$ cat src/design/ipadt_pkg.sv
package ipadt_pkg;

	localparam int CAPACITY = 256;
	localparam int FLAG_W   = 8;
	localparam int KEY_W    = 32;
	localparam int MASK_W   = 8;
	localparam int CFG_IDX_W = 1;

	typedef enum logic [1:0] {
		OP_INSERT = 2'd0,
		OP_DELETE = 2'd1,
		OP_LOOKUP = 2'd2,
		OP_NOP    = 2'd3
	} op_t;

	typedef enum logic [1:0] {
		ST_OK        = 2'd0,
		ST_NOT_FOUND = 2'd1,
		ST_FULL      = 2'd2
	} status_t;

	typedef enum logic [CFG_IDX_W-1:0] {
		REG_WHITELIST = 1'd0,
		REG_BLACKLIST = 1'd1
	} reg_idx_t;

	typedef struct packed {
		op_t               opcode;
		logic [KEY_W-1:0]  ip_address;
		logic [FLAG_W-1:0] flag_bits;
	} req_t;

	typedef struct packed {
		status_t           status;
		logic              is_whitelisted;
		logic              is_blacklisted;
		logic [FLAG_W-1:0] flags_now;
	} rsp_t;

	// Search token handed from cell to cell
	typedef struct packed {
		logic              active;
		logic              found;
		logic              free_seen;
		logic [FLAG_W-1:0] flags;
	} tok_t;

	// Write-back broadcast to every cell
	typedef struct packed {
		logic              wr_hit;
		logic              wr_free;
		logic              valid;
		logic [FLAG_W-1:0] flags;
	} cmt_t;

endpackage

$ cat src/design/ipadt_cell.sv
module ipadt_cell (
	input  logic                      clk,
	input  logic                      arst_n,
	input  logic [ipadt_pkg::KEY_W-1:0] key,
	input  ipadt_pkg::tok_t           tok_in,
	input  ipadt_pkg::cmt_t           cmt,
	output ipadt_pkg::tok_t           tok_out
);
	import ipadt_pkg::*;

	logic              valid_q;
	logic [KEY_W-1:0]  key_q;
	logic [FLAG_W-1:0] flags_q;
	logic              hit_mark_q;
	logic              free_mark_q;
	tok_t              tok_q;
	logic              hit;

	assign hit     = valid_q && (key_q == key);
	assign tok_out = tok_q;

	// token stage and the marks left behind by the passing search
	always_ff @(posedge clk or negedge arst_n) begin
		if (!arst_n) begin
			tok_q       <= '0;
			hit_mark_q  <= 1'b0;
			free_mark_q <= 1'b0;
		end else begin
			tok_q.active <= tok_in.active;
			if (tok_in.active) begin
				tok_q.found     <= tok_in.found | hit;
				tok_q.free_seen <= tok_in.free_seen | !valid_q;
				tok_q.flags     <= hit ? flags_q : tok_in.flags;
				hit_mark_q      <= hit;
				free_mark_q     <= !valid_q && !tok_in.free_seen;
			end
		end
	end

	always_ff @(posedge clk or negedge arst_n) begin
		if (!arst_n) begin
			valid_q <= 1'b0;
		end else if (cmt.wr_hit && hit_mark_q) begin
			valid_q <= cmt.valid;
		end else if (cmt.wr_free && free_mark_q) begin
			valid_q <= 1'b1;
		end
	end

	always_ff @(posedge clk) begin
		if (cmt.wr_hit && hit_mark_q) begin
			flags_q <= cmt.flags;
		end else if (cmt.wr_free && free_mark_q) begin
			flags_q <= cmt.flags;
			key_q   <= key;
		end
	end

endmodule

$ cat config.mk
export PLATFORM = sky130hd
export DESIGN_NAME = ipadt_cell
export DESIGN_NICKNAME = d
export VERILOG_FILES = /design/src/design/ipadt_pkg.sv /design/src/design/ipadt_cell.sv
export SDC_FILE = /design/constraint.sdc
export NUM_CORES = 1
export LEC_CHECK = 0
export BUFFER_PORTS_ARGS = -buffer_cell sky130_fd_sc_hd__buf_4
export CORE_MARGIN = 1.5
export CORE_UTILIZATION = 50
export CTS_CLUSTER_DIAMETER = 80
export CTS_CLUSTER_SIZE = 14
export DETAILED_ROUTE_END_ITERATION = 16
export GPL_ROUTABILITY_DRIVEN = 0
export PLACE_DENSITY = 0.8
export SLEW_MARGIN = 20
export SYNTH_ARGS = -nofsm -noshare
export SYNTH_HDL_FRONTEND = slang
export SYNTH_SLANG_ARGS = --single-unit
$ cat constraint.sdc
create_clock -name clk -period 2.7 [get_ports clk]
set_input_delay 0.81 -clock clk [delete_from_list [all_inputs] [get_ports clk]]
set_output_delay 0.81 -clock clk [all_outputs]
set_load 0.005 [all_outputs]
# Word level (Yosys, flattened, before mapping)
# Cells that the tools add are included.
word_totals:
  regBits: 54
  inputBits: 56
  output_inout_bits: 11
  elab_cells: 26
op_classes:
  n_eq_ne: 1
  muxes: 5
  bitwise: 3
  n_reduce_logical: 8
op_table:
  columns: ["op", "count"]
  rows:
  - ["32-bit equality test", 1]
  - ["8-bit 2-to-1 mux", 3]
  - ["1-bit logical AND", 4]
  - ["1-bit zero test", 2]
  - ["1-bit 2-to-1 mux", 2]
  - ["1-bit OR", 2]
  - ["2-bit AND reduction", 1]
  - ["2-bit nonzero test", 1]
  - ["1-bit inverter", 1]

# Longest topological paths before layout
# Gate-level depths: netlist (run 1).
depth:
  word_depth: 3
  depth_mapped: 6
  depth_no_buf: 5

# Worst setup path after synthesis (run 1)
# Ideal clock, no wire load.
synth_timing:
  path_kind: "in2reg"
  startpoint: "in cmt[9] (netlist bit)"
  endpoint: "reg key_q[0] (enable)"
  setup_ns: 0.432
  arrival_ns: 2.457
  required_time_ns: 2.268
  setup_slack_ns: -0.189
  cell_stages: 2
  path_buffers: 0
  cell_sequence: "nand2_1 -> a21oi_1"
synth_via:
  elab_chain_cells: 2
synth_lines:
  columns: ["element", "line", "text"]
  rows:
  - ["start, declared", "ipadt_cell.sv:6", "input ipadt_pkg::cmt_t cmt,"]
  - ["1-bit logical AND", "ipadt_cell.sv:53", "end else if (cmt.wr_free && free_mark_q) begin"]
  - ["2-bit AND reduction (no line)", null, null]
  - ["end signal, assigned", "ipadt_cell.sv:55", "key_q <= key;"]
  - ["end, declared", "ipadt_cell.sv:12", "logic [KEY_W-1:0] key_q;"]
# No other way between the ends.
# A chain may end at the register's enable or synchronous reset.

# Final worst setup path (run 1)
layout_timing:
  startpoint: "in key[31] (netlist bit)"
  endpoint: "reg tok_q, in the netlist tok_out[0]"
layout_via:
  elab_chain_cells: 3
layout_lines:
  columns: ["element", "line", "text"]
  rows:
  - ["start, declared", "ipadt_cell.sv:4", "input logic [ipadt_pkg::KEY_W-1:0] key,"]
  - ["32-bit equality test", "ipadt_cell.sv:19", "assign hit = valid_q && (key_q == key);"]
  - ["1-bit logical AND", "ipadt_cell.sv:19", null]
  - ["8-bit 2-to-1 mux", "ipadt_cell.sv:33", "tok_q.flags <= hit ? flags_q : tok_in.flags;"]
  - ["end, declared", "ipadt_cell.sv:16", "tok_t tok_q;"]
# No other way between the ends.

==> results of run 1 <==
-- stage by stage --
| stage | cell area [um2] | util (%) |
|---|---|---|
| after floorplan | 2270 | - |
| after detailed placement | 2830 | 64.9 |
| after CTS | 2960 | 68.0 |
| after global placement | 2830 | 64.9 |
| after global routing | 2960 | 68.0 |
| final | 2960 | 68.0 |
-- cell families (layout without fill, tap and decap cells) --
family | count (synthesis) | in the layout | synth area share, %
flip-flops | 54 | 54 | 68.5
AND/OR/NAND/NOR | 44 | 44 | 10.4
XOR/XNOR | 32 | 32 | 12.4
AO/OA/AOI/OAI | 21 | 21 | 6.47
buffers and inverters | 8 | 79 | 1.71
multiplexers | 1 | 1 | 0.497
-- power groups by stage --
stage | clock [uW] | sequential (uW) | combinational [uW]
4_1_cts | 631 | 956 | 188
5_1_grt | 665 | 961 | 205
3_3_place_gp | 0 | 973 | 184
3_5_place_dp | 0 | 975 | 188
2_1_floorplan | 0 | 974 | 70.3
6_report | 618 | 956 | 185
-- sequential cells by signal, summed over array words and instances, names as in the netlist --
signal and cells:
flags_q 8, free_mark_q 1, hit_mark_q 1, key_q 32, tok_out 11, valid_q 1
-- Yosys cell counts (2+ instances only) --
cell type,n,share of area (%)
a31oi_1,9,2.5
clkbuf_1,4,0.66
dfrtp_1,14,15
edfxtp_1,40,53
inv_1,2,0.33
nand2_1,12,2.0
nand3_1,2,0.44
nand4_1,3,0.83
nor2_1,9,1.5
nor4_1,4,1.1
o31ai_1,9,3.0
or4_1,8,2.7
xnor2_1,12,4.6
xor2_1,20,7.7
-- cell type report --
type / count / area [um2] / share of cell area [%]
flip-flops and latches: 54 / 1550 / 52.4
multi-input cells: 98 / 684 / 23.1
repair buffers: 69 / 518 / 17.5
clock buffers: 5 / 68.8 / 2.33
well taps: 52 / 65.1 / 2.20
clock inverters: 3 / 63.8 / 2.16
inverters: 2 / 7.51 / 0.254
-- routing by layer --
metal | GRT usage (%) | routed length (um) | up-vias
li1 | - | - | 739
met1 | 23.0 | 1810 | 673
met2 | 28.0 | 1810 | 53
met3 | 7.79 | 381 | 5
met4 | 5.77 | 48 | 0
met5 | 0 | 0 | -
-- worst max-delay path, stage by stage --
cell	delay, ns
buf_4	0.11
xor2_1	0.15
nor4_1	0.36
nand4_1	0.14
buf_4	0.20
or4_1	0.53
a31oi_1	0.18
-- placed cells by master, fill, tap and decap left out, types with 2 or more instances in the layout --
cell	synthesis	routed
buf_4	0	69
edfxtp_1	40	40
xor2_1	20	20
dfrtp_1	14	14
nand2_1	12	12
xnor2_1	12	12
o31ai_1	9	9
nor2_1	9	9
a31oi_1	9	9
or4_1	8	8
clkbuf_8	0	5
nor4_1	4	4
nand4_1	3	3
nand3_1	2	2
inv_1	2	2
bufinv_16	0	2
-- worst max-delay path by stage --
stage | endpoint | slack, ns | cells past startpoint
3_3_place_gp | tok_out[1]$_DFFE_PN0P_ | 0.13 | 7
5_1_grt | tok_out[0]$_DFFE_PN0P_ | 0.40 | 7
3_5_place_dp | tok_out[0]$_DFFE_PN0P_ | 0.13 | 7
2_1_floorplan | tok_out[6]$_DFFE_PN0P_ | 0.35 | 6
6_report | tok_out[0]$_DFFE_PN0P_ | 0.44 | 7
4_1_cts | tok_out[0]$_DFFE_PN0P_ | 0.45 | 7
==> results.json, run 1 <==
{
  "status": "complete, no violations",
  "min_period_over_period_pct": 83.7,
  "grt_max_degree": 33,
  "hold_violations": 0,
  "numCtsBuffers": 5,
  "synthToLayoutAreaGrowth_pct": 30.7,
  "power_density_nw_per_um2": 595,
  "share_comb_of_total_power_pct": 10.5,
  "p_int_uw": 1410,
  "first_pass_iters": 4,
  "fin_tns_setup_ns": 0,
  "rsz0062_at_grt": "no",
  "synth-seq-area-share_pct": 68.5,
  "finalSetupViolCount": 0,
  "dp_worst_setup_slack_ns": 0.129,
  "grt-ovfl-total": 0,
  "postRouteAntennaNets": 0,
  "avgSynthCellArea_um2": 14.1,
  "vias_per_cell": 5.19,
  "r2r-start": "key_q[31]$_DFFE_PP_",
  "crit_start": "key[31]",
  "setup_slack_ns": 0.440,
  "cp-start-kind": "input port",
  "fin_skew_ns": 0.00982,
  "power.leakage_uw": 0.00112,
  "switching_power_uw": 349,
  "cts_tree": "yes",
  "die_area_um2": 4940,
  "cts_max_path_buffers": 2,
  "grt_pass1_vias": 1487,
  "synth_ff_type": "edfxtp_1",
  "hp-class": "in -> async",
  "synth_edf_count": 40,
  "antenna_found_initial": 0,
  "path_clk_slew_ns": 0.10,
  "num-fill-cells": 326,
  "seq_power_share_pct": 54.3,
  "slew_headroom_pct": 72.9,
  "wl_um": 4050,
  "ys_ff_latch": 54,
  "ioPinCount": 67,
  "vias": 1470,
  "tightest_slew_ns": 0.406,
  "clock-sinks": 54,
  "syn_nets": 216,
  "synth_cells": 160,
  "ir_worst_vdd_v": 0.000413,
  "num_antenna_cells": 0,
  "die_h_um": 70.3,
  "path_class": "in -> reg",
  "clockPowerShare_pct": 35.1,
  "cts_resized": 0,
  "fin_cells": 283,
  "die_width_um": 70.3,
  "hold_ws_ns": 0.330,
  "port_buffers": 66,
  "layout-drive-gt1-share_pct": 34.6,
  "drtIter0Drc": 69,
  "rows": 24,
  "dp_hpwl_um": 3090,
  "core_area_um2": 4350,
  "total_power_uw": 1760,
  "reg2reg_depth": 6,
  "cp.arrival_ns": 2.49,
  "drc": 0,
  "async_reset_ff_share_pct": 25.9,
  "crit_fanout": 17,
  "h-tree-depth": 2,
  "max_freq_mhz": 442,
  "cap_violations": 0,
  "holdBufCountCts": 0,
  "r2r-end": "tok_out[0]$_DFFE_PN0P_",
  "post-cts-setup-buffers": 0,
  "required_ns": 2.93,
  "root_buffer": "clkbuf_8",
  "min_period_ns": 2.26,
  "yosys.cell_types.count": 26,
  "clk_latency_ns": 0.30,
  "grt_use_total_pct": 18.1,
  "start_util_pct": 52.0,
  "fin_nets": 286,
  "swShare_pct": 19.8,
  "grt_pass1_wl_um": 6820,
  "syn_area_um2": 2260,
  "wl_per_cell_um": 14.3,
  "ys_warn_count": 0,
  "slew_violations": 0,
  "r2r_slack_ns": 0.68,
  "end_kind": "register",
  "dp.cells": 275
}
(Power assumes the default switching activity.)
==> run 2, diff against run 1 <==
--- a/config.mk
+++ b/config.mk
@@ -5,6 +5,7 @@
 export SDC_FILE = /design/constraint.sdc
 export NUM_CORES = 1
 export LEC_CHECK = 0
+export ABC_AREA = 1
 export BUFFER_PORTS_ARGS = -buffer_cell sky130_fd_sc_hd__buf_4
 export CORE_MARGIN = 1.5
 export CORE_UTILIZATION = 50
@@ -12,7 +13,7 @@
 export CTS_CLUSTER_SIZE = 14
 export DETAILED_ROUTE_END_ITERATION = 16
 export GPL_ROUTABILITY_DRIVEN = 0
-export PLACE_DENSITY = 0.8
+export PLACE_DENSITY = 0.78
 export SLEW_MARGIN = 20
 export SYNTH_ARGS = -nofsm -noshare
 export SYNTH_HDL_FRONTEND = slang
==> constraint.sdc (replaced) <==
create_clock -name clk -period 2.23 [get_ports clk]
set_input_delay 0.669 -clock clk [delete_from_list [all_inputs] [get_ports clk]]
set_output_delay 0.669 -clock clk [all_outputs]
set_load 0.005 [all_outputs]
==> run 2 against run 1 <==
Global-route usage up 0.48 points. Hold slack lost 0.13 ns. Area after synthesis rose by 17%. Via count is 35% higher. Clock skew down 0.0062 ns. Combinational power increased by 73%. Flip-flop and latch count is the same. Routed wire length up 19%. Sequential power is 26% higher. Largest cell class unchanged.
==> results.json, run 2 <==
{
  "synth_cells": 304,
  "vias_per_cell": 4.44,
  "synth_ff_type": "edfxtp_1",
  "cts_resized": 0,
  "grt-ovfl-total": 0,
  "first_pass_iters": 4,
  "numCtsBuffers": 5,
  "synth_top_area_share_pct": 45.2,
  "end_kind": "register",
  "synth_common_cells": "nand2_1, inv_1, edfxtp_1, nor2_1, nand3_1",
  "synth_most_common_cell": "nand2_1",
  "synth.area.mux_share_pct": 0,
  "fin_nets": 433,
  "yosys.cell_types.count": 25,
  "min_period_ns": 1.56,
  "status": "complete, no violations",
  "clock-sinks": 54,
  "antenna_found_initial": 0,
  "post-cts-setup-buffers": 0,
  "synth-seq-area-share_pct": 58.4,
  "wl_per_cell_um": 10.7,
  "synth-adder-area-share_pct": 0,
  "ioPinCount": 67,
  "start_util_pct": 52.0,
  "required_ns": 2.43,
  "num_antenna_cells": 0,
  "core_area_um2": 5110,
  "grt_max_degree": 33,
  "synth_top_area_cell": "edfxtp_1",
  "ys_ff_latch": 54,
  "path_clk_slew_ns": 0.09,
  "synthToLayoutAreaGrowth_pct": 27.9,
  "synth_compound_area_share_pct": 2.07,
  "min_period_over_period_pct": 70.1,
  "syn_area_um2": 2660,
  "port_buffers": 66,
  "grt_use_total_pct": 18.5,
  "slew_headroom_pct": 76.0,
  "hp-class": "in -> async",
  "drtIter0Drc": 81,
  "vias": 1990,
  "postRouteAntennaNets": 0,
  "rsz0062_at_grt": "no",
  "holdBufCountCts": 0,
  "wl_um": 4800,
  "cp-start-kind": "input port",
  "crit_fanout": 8,
  "die_width_um": 75.9,
  "clk_latency_ns": 0.30,
  "tightest_slew_ns": 0.359,
  "die_area_um2": 5760,
  "cp.arrival_ns": 1.76,
  "hold_violations": 0,
  "largest_reg_flops": 32,
  "path_class": "in -> reg",
  "max_freq_mhz": 640,
  "cap_violations": 0,
  "synth_area_leaders": "edfxtp_1, nand2_1, dfrtp_1",
  "mostFrequentLayoutCell": "nand2_1",
  "syn_nets": 360,
  "grt_pass1_vias": 1820,
  "synthXorXnorAreaFrac_pct": 3.63,
  "async_reset_ff_share_pct": 25.9,
  "cts_tree": "yes",
  "rows": 26,
  "h-tree-depth": 2,
  "dp_hpwl_um": 3800,
  "hold_ws_ns": 0.196,
  "regMostFlops": "key_q",
  "synth_edf_count": 40,
  "layout_common_cells": "nand2_1, buf_4, inv_1, edfxtp_1, nor2_1",
  "drc": 0,
  "r2r_slack_ns": 0.70,
  "dp_worst_setup_slack_ns": 0.343,
  "slew_violations": 0,
  "avgSynthCellArea_um2": 8.73,
  "fin_tns_setup_ns": 0,
  "cts_max_path_buffers": 2,
  "layout-drive-gt1-share_pct": 24.3,
  "ir_worst_vdd_v": 0.000345,
  "setup_slack_ns": 0.668,
  "synth_simple_gate_area_share_pct": 26.2,
  "power_density_nw_per_um2": 666,
  "synth_top_family_by_area": "simple AND/OR/NAND/NOR gates",
  "power.leakage_uw": 0.00172,
  "fin_skew_ns": 0.00366,
  "grt_pass1_wl_um": 7830,
  "root_buffer": "clkbuf_8",
  "ys_warn_count": 0,
  "die_h_um": 75.9,
  "finalSetupViolCount": 0
}
[run 2: cell count changes in the layout (fill, tap and decap cells not counted), sizes merged, moves of 5 or more]
cell	change
o31ai	-9
or4	-8
nor2	+22
nand3	+19
nand2	+94
inv	+63
xnor2	-5
nor4	-5
xor2	-16
o21ai	+7
a31oi	-9
[run 2: logic make-up (layout without fill, tap and decap cells)]
group,Yosys count,in the layout
buffers and inverters,68,142
AO/OA/AOI/OAI,10,10
XOR/XNOR,11,11
AND/OR/NAND/NOR,161,161
flip-flops,54,54
[run 2: worst paths after layout]
| path | from | endpoint | cells past startpoint |
|---|---|---|---|
| hold reg to reg | tok_out[0]$_DFFE_PN0P_ | tok_out[0]$_DFFE_PN0P_ | 2 |
| min in group clk | tok_out[0]$_DFFE_PN0P_ | tok_out[0]$_DFFE_PN0P_ | 2 |
| hold / removal | arst_n | tok_out[1]$_DFFE_PN0P_ | 1 |
| max in group asynchronous | arst_n | valid_q$_DFFE_PN0P_ | 1 |
| setup / recovery | key[21] | tok_out[4]$_DFFE_PN0P_ | 12 |
| setup reg to reg | key_q[31]$_DFFE_PP_ | tok_out[4]$_DFFE_PN0P_ | 10 |
[run 2: through the flow]
stage	power, uW	util, %	cell area, um2	std cells
floorplan	1370	-	2660	304
global placement	1530	63.9	3260	440
detailed placement	1540	63.9	3260	440
CTS	2290	66.5	3400	448
global route	2380	66.5	3400	448
finish	2260	66.5	3400	448
[run 2: layout make-up]
type | count | area [um2]
clock buffers | 5 | 68.8
clock inverters | 3 | 63.8
fillers | 449 | 1710
inverters | 67 | 251
multi-input cells | 182 | 858
flip-flops and latches | 54 | 1550
well taps | 70 | 87.6
repair buffers | 67 | 515
[run 2: worst max-delay path, stage by stage]
cell     delay, ns
buf_4         0.09
inv_2         0.03
nand2_1       0.05
nand2_1       0.07
nor2_1        0.10
nand2_1       0.07
nor2_2        0.13
nand2_2       0.08
nor2_4        0.18
nand3_1       0.12
nand3_1       0.10
nand2_1       0.05
[run 2: routing by layer]
metal / global-route usage [%] / wire, um
met2: 31.4 / 2300
met5: 0 / 0
met1: 23.4 / 2210
met3: 4.89 / 226
met4: 5.36 / 66
[run 2: report_power, final]
part	leakage (uW)	total, uW	switching (uW)	internal (uW)
sequential	0.000535	1200	32.6	1160
clock	0.0000658	745	301	444
combinational	0.00112	320	166	154
total	0.00172	2260	500	1760
